$ cat src/design/positional_insert_erase_list_macros.svh
// assertion macros shared by the list rtl
`ifndef POSITIONAL_INSERT_ERASE_LIST_MACROS_SVH
`define POSITIONAL_INSERT_ERASE_LIST_MACROS_SVH

// same-cycle implication, disabled in reset
`define PIL_ASSERT_IMP(lbl, clk, rst_n, ante, cons) \
	lbl: assert property (@(posedge clk) disable iff (!(rst_n)) (ante) |-> (cons)) \
		else $error("list assertion failed");

// next-cycle implication, disabled in reset
`define PIL_ASSERT_NXT(lbl, clk, rst_n, ante, cons) \
	lbl: assert property (@(posedge clk) disable iff (!(rst_n)) (ante) |=> (cons)) \
		else $error("list assertion failed");

`endif

$ cat src/design/pil_pkg.sv
`timescale 1ns / 1ps
`default_nettype none
package pil_pkg;

	localparam int CAPACITY_DEF   = 16;
	localparam int ELEM_WIDTH_DEF = 32;

	localparam int OPCODE_W = 2;
	localparam int INDEX_W  = 5;
	localparam int VALUE_W  = 32;
	localparam int STATUS_W = 2;
	localparam int COUNT_W  = 5;

	localparam int S_TDATA_W = 40;
	localparam int M_TDATA_W = 40;

	typedef enum logic [OPCODE_W-1:0] {
		OP_READ   = 2'd0,
		OP_INSERT = 2'd1,
		OP_ERASE  = 2'd2,
		OP_CLEAR  = 2'd3
	} opcode_t;

	typedef enum logic [STATUS_W-1:0] {
		ST_OK    = 2'd0,
		ST_RANGE = 2'd1,
		ST_FULL  = 2'd2,
		ST_EMPTY = 2'd3
	} status_t;

	// broadcast to every cell of the row
	typedef struct packed {
		logic               ins;
		logic               ers;
		logic [INDEX_W-1:0] idx;
	} cell_cmd_t;

endpackage
`default_nettype wire

$ cat src/design/pil_cell.sv
`timescale 1ns / 1ps
`default_nettype none
module pil_cell #(
	parameter int unsigned POS        = 0,
	parameter int          ELEM_WIDTH = pil_pkg::ELEM_WIDTH_DEF
) (
	input  wire logic                  clk,
	input  wire pil_pkg::cell_cmd_t    cmd,
	input  wire logic [ELEM_WIDTH-1:0] ins_val,
	input  wire logic [ELEM_WIDTH-1:0] left,
	input  wire logic [ELEM_WIDTH-1:0] right,
	output logic      [ELEM_WIDTH-1:0] elem_q
);
	import pil_pkg::*;

	logic at_idx;
	logic above_idx;

	assign at_idx    = (32'(cmd.idx) == POS);
	assign above_idx = (32'(cmd.idx) < POS);

	// insert: slot at index takes the new value, slots above take from below
	// erase: slots from index up take from above
	always_ff @(posedge clk) begin
		if (cmd.ins && at_idx) begin
			elem_q <= ins_val;
		end else if (cmd.ins && above_idx) begin
			elem_q <= left;
		end else if (cmd.ers && (at_idx || above_idx)) begin
			elem_q <= right;
		end
	end

endmodule
`default_nettype wire

$ cat src/design/positional_insert_erase_list.sv
// the result item is registered and appears on m_* in the cycle after its input item is accepted
// throughput: one item per cycle while m_tready is high; s_tready falls only while
//   a result waits in the output register and m_tready is low
// the row of cells shifts all later elements in parallel for insert and erase
// reset clears the element count and the output valid; element cells are not reset
`timescale 1ns / 1ps
`default_nettype none
`include "positional_insert_erase_list_macros.svh"
module positional_insert_erase_list #(
	parameter int CAPACITY   = pil_pkg::CAPACITY_DEF,
	parameter int ELEM_WIDTH = pil_pkg::ELEM_WIDTH_DEF
) (
	input  wire logic                          clk,
	input  wire logic                          arst_n,
	input  wire logic                          s_tvalid,
	output logic                               s_tready,
	// opcode[1:0], index[6:2], elem_value[38:7], zero fill[39]
	input  wire logic [pil_pkg::S_TDATA_W-1:0] s_tdata,
	output logic                               m_tvalid,
	input  wire logic                          m_tready,
	// read_value[31:0], status[33:32], count[38:34], is_empty[39]
	output logic      [pil_pkg::M_TDATA_W-1:0] m_tdata
);
	import pil_pkg::*;

	localparam int CNT_W  = $clog2(CAPACITY + 1);
	localparam int ADDR_W = $clog2(CAPACITY);

	opcode_t              op;
	logic [INDEX_W-1:0]   idx;
	logic [VALUE_W-1:0]   elem_value;
	logic                 s_acc;

	logic [CNT_W-1:0]     cnt_q;
	logic [CNT_W-1:0]     cnt_nxt;
	status_t              st;
	logic [VALUE_W-1:0]   rd_val;
	logic [ADDR_W-1:0]    rd_addr;
	logic                 idx_lt_cnt;
	logic                 idx_gt_cnt;
	logic                 ins_ok;
	logic                 ers_ok;
	cell_cmd_t            cmd;
	logic [ELEM_WIDTH-1:0] ins_val;
	logic [ELEM_WIDTH-1:0] cell_q [CAPACITY];

	logic [VALUE_W-1:0]   rd_val_q;
	status_t              st_q;
	logic [COUNT_W-1:0]   cnt_out_q;
	logic                 empty_q;
	logic                 m_tvalid_q;

	assign op         = opcode_t'(s_tdata[1:0]);
	assign idx        = s_tdata[6:2];
	assign elem_value = s_tdata[38:7];

	assign s_tready = !m_tvalid_q || m_tready;
	assign s_acc    = s_tvalid && s_tready;

	assign idx_lt_cnt = (32'(idx) < 32'(cnt_q));
	assign idx_gt_cnt = (32'(idx) > 32'(cnt_q));
	assign ins_ok     = (op == OP_INSERT) && !idx_gt_cnt && (32'(cnt_q) != CAPACITY);
	assign ers_ok     = (op == OP_ERASE) && (cnt_q != '0) && idx_lt_cnt;
	assign rd_addr    = ADDR_W'(idx);
	assign ins_val    = ELEM_WIDTH'(elem_value);

	always_comb begin
		cmd.ins = s_acc && ins_ok;
		cmd.ers = s_acc && ers_ok;
		cmd.idx = idx;
	end

	always_comb begin
		st      = ST_OK;
		rd_val  = '0;
		cnt_nxt = cnt_q;
		case (op)
			OP_READ: begin
				if (!idx_lt_cnt) begin
					st = ST_RANGE;
				end else begin
					rd_val = VALUE_W'(cell_q[rd_addr]);
				end
			end
			OP_INSERT: begin
				if (idx_gt_cnt) begin
					st = ST_RANGE;
				end else if (!ins_ok) begin
					st = ST_FULL;
				end else begin
					cnt_nxt = cnt_q + CNT_W'(1);
				end
			end
			OP_ERASE: begin
				if (cnt_q == '0) begin
					st = ST_EMPTY;
				end else if (!idx_lt_cnt) begin
					st = ST_RANGE;
				end else begin
					cnt_nxt = cnt_q - CNT_W'(1);
				end
			end
			OP_CLEAR: begin
				cnt_nxt = '0;
			end
			default: begin
				st = ST_OK;
			end
		endcase
	end

	for (genvar i = 0; i < CAPACITY; i++) begin : g_cell
		pil_cell #(
			.POS        (i),
			.ELEM_WIDTH (ELEM_WIDTH)
		) u_cell (
			.clk     (clk),
			.cmd     (cmd),
			.ins_val (ins_val),
			.left    (cell_q[(i == 0) ? 0 : i - 1]),
			.right   (cell_q[(i == CAPACITY - 1) ? i : i + 1]),
			.elem_q  (cell_q[i])
		);
	end

	always_ff @(posedge clk or negedge arst_n) begin
		if (!arst_n) begin
			cnt_q      <= '0;
			m_tvalid_q <= 1'b0;
		end else begin
			if (s_acc) begin
				cnt_q      <= cnt_nxt;
				m_tvalid_q <= 1'b1;
			end else if (m_tready) begin
				m_tvalid_q <= 1'b0;
			end
		end
	end

	// result payload, loaded with each accepted item
	always_ff @(posedge clk) begin
		if (s_acc) begin
			rd_val_q  <= rd_val;
			st_q      <= st;
			cnt_out_q <= COUNT_W'(cnt_nxt);
			empty_q   <= (cnt_nxt == '0);
		end
	end

	assign m_tvalid = m_tvalid_q;
	assign m_tdata  = {empty_q, cnt_out_q, st_q, rd_val_q};

	`PIL_ASSERT_IMP(a_cnt_max, clk, arst_n, 1'b1, 32'(cnt_q) <= CAPACITY)
	`PIL_ASSERT_IMP(a_empty_flag, clk, arst_n, m_tvalid_q, empty_q == (cnt_q == '0))
	`PIL_ASSERT_NXT(a_clear, clk, arst_n, s_acc && (op == OP_CLEAR), cnt_q == '0)
	`PIL_ASSERT_NXT(a_ins_grow, clk, arst_n, cmd.ins, cnt_q == $past(cnt_q) + CNT_W'(1))
	`PIL_ASSERT_IMP(a_one_shift, clk, arst_n, 1'b1, !(cmd.ins && cmd.ers))

endmodule
`default_nettype wire

$ cat config.mk
export PLATFORM = sky130hd
export DESIGN_NAME = positional_insert_erase_list
export DESIGN_NICKNAME = d
export VERILOG_FILES = /design/src/design/pil_pkg.sv /design/src/design/pil_cell.sv /design/src/design/positional_insert_erase_list.sv
export VERILOG_INCLUDE_DIRS = /design/src /design/src/design
export SDC_FILE = /design/constraint.sdc
export NUM_CORES = 1
export LEC_CHECK = 0
export BUFFER_PORTS_ARGS = -buffer_cell sky130_fd_sc_hd__buf_2
export CAP_MARGIN = 20
export CORE_MARGIN = 5
export CORE_UTILIZATION = 49
export DETAILED_ROUTE_END_ITERATION = 7
export PLACE_DENSITY_LB_ADDON = 0.3
export SKIP_CTS_REPAIR_TIMING = 1
export SYNTH_ARGS = -nofsm -noshare
export SYNTH_HDL_FRONTEND = slang
export SYNTH_HIERARCHICAL = 1
export SYNTH_SLANG_ARGS = --single-unit
$ cat constraint.sdc
create_clock -name clk -period 8.1 [get_ports clk]
set_input_delay 1.215 -clock clk [delete_from_list [all_inputs] [get_ports clk]]
set_output_delay 1.215 -clock clk [all_outputs]
set_load 0.02 [all_outputs]
==> results.md <==
- Status: complete, no violations
- Slew @ Worst Pin: 1.22 ns
- Initial antenna violation count: 1
- Post-synth net total: 3,079
- Layout cell share with drive strength beyond 1: 0.238
- Io pins: 86
- R2R cell count: 10
- Vias in the first global route: 28,400
- Residual overflow from global routing: 0
- DRT iter0 DRCs: 3,886
- Hold Crit Class: input pin to asynchronous set/reset pin
- Final Skew: 0.0295 ns
- Routed len/inst: 31.1 µm
- Synth async-reset ratio: 0.0108
- Post-DP HPWL: 76.1 mm
- Yosys Warn Count: 6
- PwrDens: 180 mW/mm²
- Synth area leaders: edfxtp_1, mux4_2, mux2i_1, mux2_4, a31oi_1
- Critical path buffers and inverters: 3
- Tot GR Track Use: 0.299
- CP required: 8.55 ns
- Critical-path cell list: clkbuf_8, ha_1, nor2b_4, o31ai_4, a22o_4, and3_4, buf_4, nor3b_4, a21boi_4, buf_4, a2bb2oi_2
- Slack of the critical path: 2.82 ns
- CTS tree: yes
- VDD IR-drop max: 0.164 mV
- Total core area: 0.0731 mm²
- Tcrit/Tclk final: 0.652
- Final WL: 123 mm
- # clock sinks: 558
- Crit. End Element: register
- Die area: 0.0794 mm²
- Global-route wire length before repair: 183 mm
- Leak: 12.7 nW
- CTS max path bufs: 3
- Max-capacitance violation count: 0
- Worst-path maximum fanout: 67
- Filler instances: 6,175
- Synth Instances: 3,028
- Clock tree root buffer cell: clkbuf_16
- Slew Limit Fails: 0
- Fmax: 189 MHz
- Post-Syn Area: 0.0362 mm²
- Vias per Instance: 7.44
- Yosys top cell by area: edfxtp_1
- Layout area overhead: 7.68%
- Placer congestion estimate: 0.871
- H-tree Lvls: 3
- Starting Density: 0.495
- Tmin final: 5.28 ns
- Number of synthesized flops with an enable pin: 552
- Setup_tns: 0 ns
- Remaining antenna violation count: 0
- Worst Setup Start Kind: input pin
- Synth top area share: 0.458
- Final Hold Viols: 0
- Seq. cell area: 0.0167 mm²
- Total CTS buffers: 67
- Endpoints failing setup: 0
- RSZ-0062 raised after global routing: no
- CP max stage delay: 0.97 ns
- Post-route DRC violation count: 0
- CTS clk-pin slew, worst paths: 0.06 ns
- Area occupied by multi-input gates: 0.0175 mm²
- Most common flop cell mapped by yosys: edfxtp_1
- Yosys cell types: 99
- WP depth: 11
- Largest net degree at the start of global routing: 119
- Port buffer count: 84
- Post-synthesis sequential area ratio: 0.462
- Die width: 282 µm
- Worst path arrival time: 5.73 ns
- DR pass1 iterations: 6
- Worst path top cell family by delay: compound AO/OA/AOI/OAI gates
- CP most frequent cell: buf_4
- Final layout net count: 2,998
- Row count: 99
- Critical Path Slowest Stage Cell: a21boi_4
- Rel. slew slack: 0.181
- Die height: 282 µm
- Dpl ws: 2.40 ns
- Crit Path Class: input pin to register
- Clock latency on the worst-skew pair: 0.62 ns
- Vias: 29,400
- Count of state elements after synthesis: 558
- Mapped Avg Cell Area: 11.9 µm²
[per-stage QoR]
step | utilization | instance area (µm²) | std cells | hold WS [ns] | total power [mW]
4_1_cts | 0.532 | 38800 | 3945 | 0.425 | 7.03
3_3_place_gp | 0.503 | 36700 | 3827 | 0.507 | 4.12
6_report | 0.533 | 39000 | 3952 | 0.442 | 7.02
5_1_grt | 0.533 | 39000 | 3951 | 0.435 | 7.22
3_5_place_dp | 0.504 | 36800 | 3831 | 0.546 | 4.15
2_1_floorplan | - | 36200 | 3028 | 0.532 | 3.87
[per-layer routing]
metal,track usage,up-vias,wire [µm]
li1,-,12000,-
met1,0.402,14600,46200
met2,0.467,2339,55900
met3,0.0604,427,13400
met4,0.148,0,7520
met5,0,-,0
[path summary, 6_finish.rpt]
path | slack (ns) | startpoint | end
max in group asynchronous | 7.49 | arst_n | m_tvalid
min in group clk | 0.54 | m_tvalid | m_tvalid
max reg2reg | 3.36 | cnt_q[4] | g_cell[6].u_cell/elem_q[17]
min reg2reg | 0.54 | m_tvalid | m_tvalid
min | 0.44 | arst_n | cnt_q[4]
max | 2.82 | s_tdata[3] | g_cell[6].u_cell/elem_q[17]
[cell families after synthesis]
family	Yosys count	synth area share
buf+inv	373	0.0585
mux	324	0.144
flops	558	0.462
fa+ha+maj	7	0.00242
compound gates	823	0.176
simple gates	943	0.157
[layout by cell type, fill, tap and decap left out, types with 38 or more instances in the layout]
master,instances
buf_2,80
nor3_1,164
nand2_1,105
mux4_2,128
nand3_1,68
a221o_1,64
a31oi_1,141
nor2_1,205
o21ai_0,127
inv_1,42
or3b_1,63
clkbuf_16,70
and2_1,38
mux2_4,60
edfxtp_1,552
nor3_2,64
a211oi_1,64
buf_4,84
a21oi_1,75
mux2i_1,97
[final cells by class]
cell class              instances  share of cell area
multi-input cells            2097               0.450
flip-flops and latches        558               0.429
clock buffers                  87              0.0469
repair buffers                179              0.0332
well taps                     959              0.0308
clock inverters                27             0.00543
inverters                      44             0.00424
diodes                          1           0.0000642
[cell usage after synthesis, types with 57 or more instances]
library cell and count:
buf_6 57, nand2_1 106, or3b_1 64, nor3_1 167
a31oi_1 141, a221o_1 64, nor2_1 209, edfxtp_1 552
a211oi_1 66, clkbuf_1 138, nor3_2 62, a21oi_1 75
mux2i_1 97, o21ai_0 127, buf_2 107, nand3_1 68
mux2_4 60, mux4_2 128
[power by group]
part           internal [mW]  leakage [nW]  total, mW  switching [mW]
logic                  0.281          6.63      0.830           0.548
registers               3.22          5.08       3.28          0.0563
clock network           1.68         0.994       2.91            1.23
total                   5.18          12.7       7.02            1.84
[sequential cells by signal (all words and copies together) (netlist names)]
name and cells:
m_tvalid 1, g_cell.u_cell/elem_q 512, empty_q 1, cnt_q 5, rd_val_q 32, cnt_out_q 5, st_q 2
Note: power is estimated with default switching activity, not from simulation.
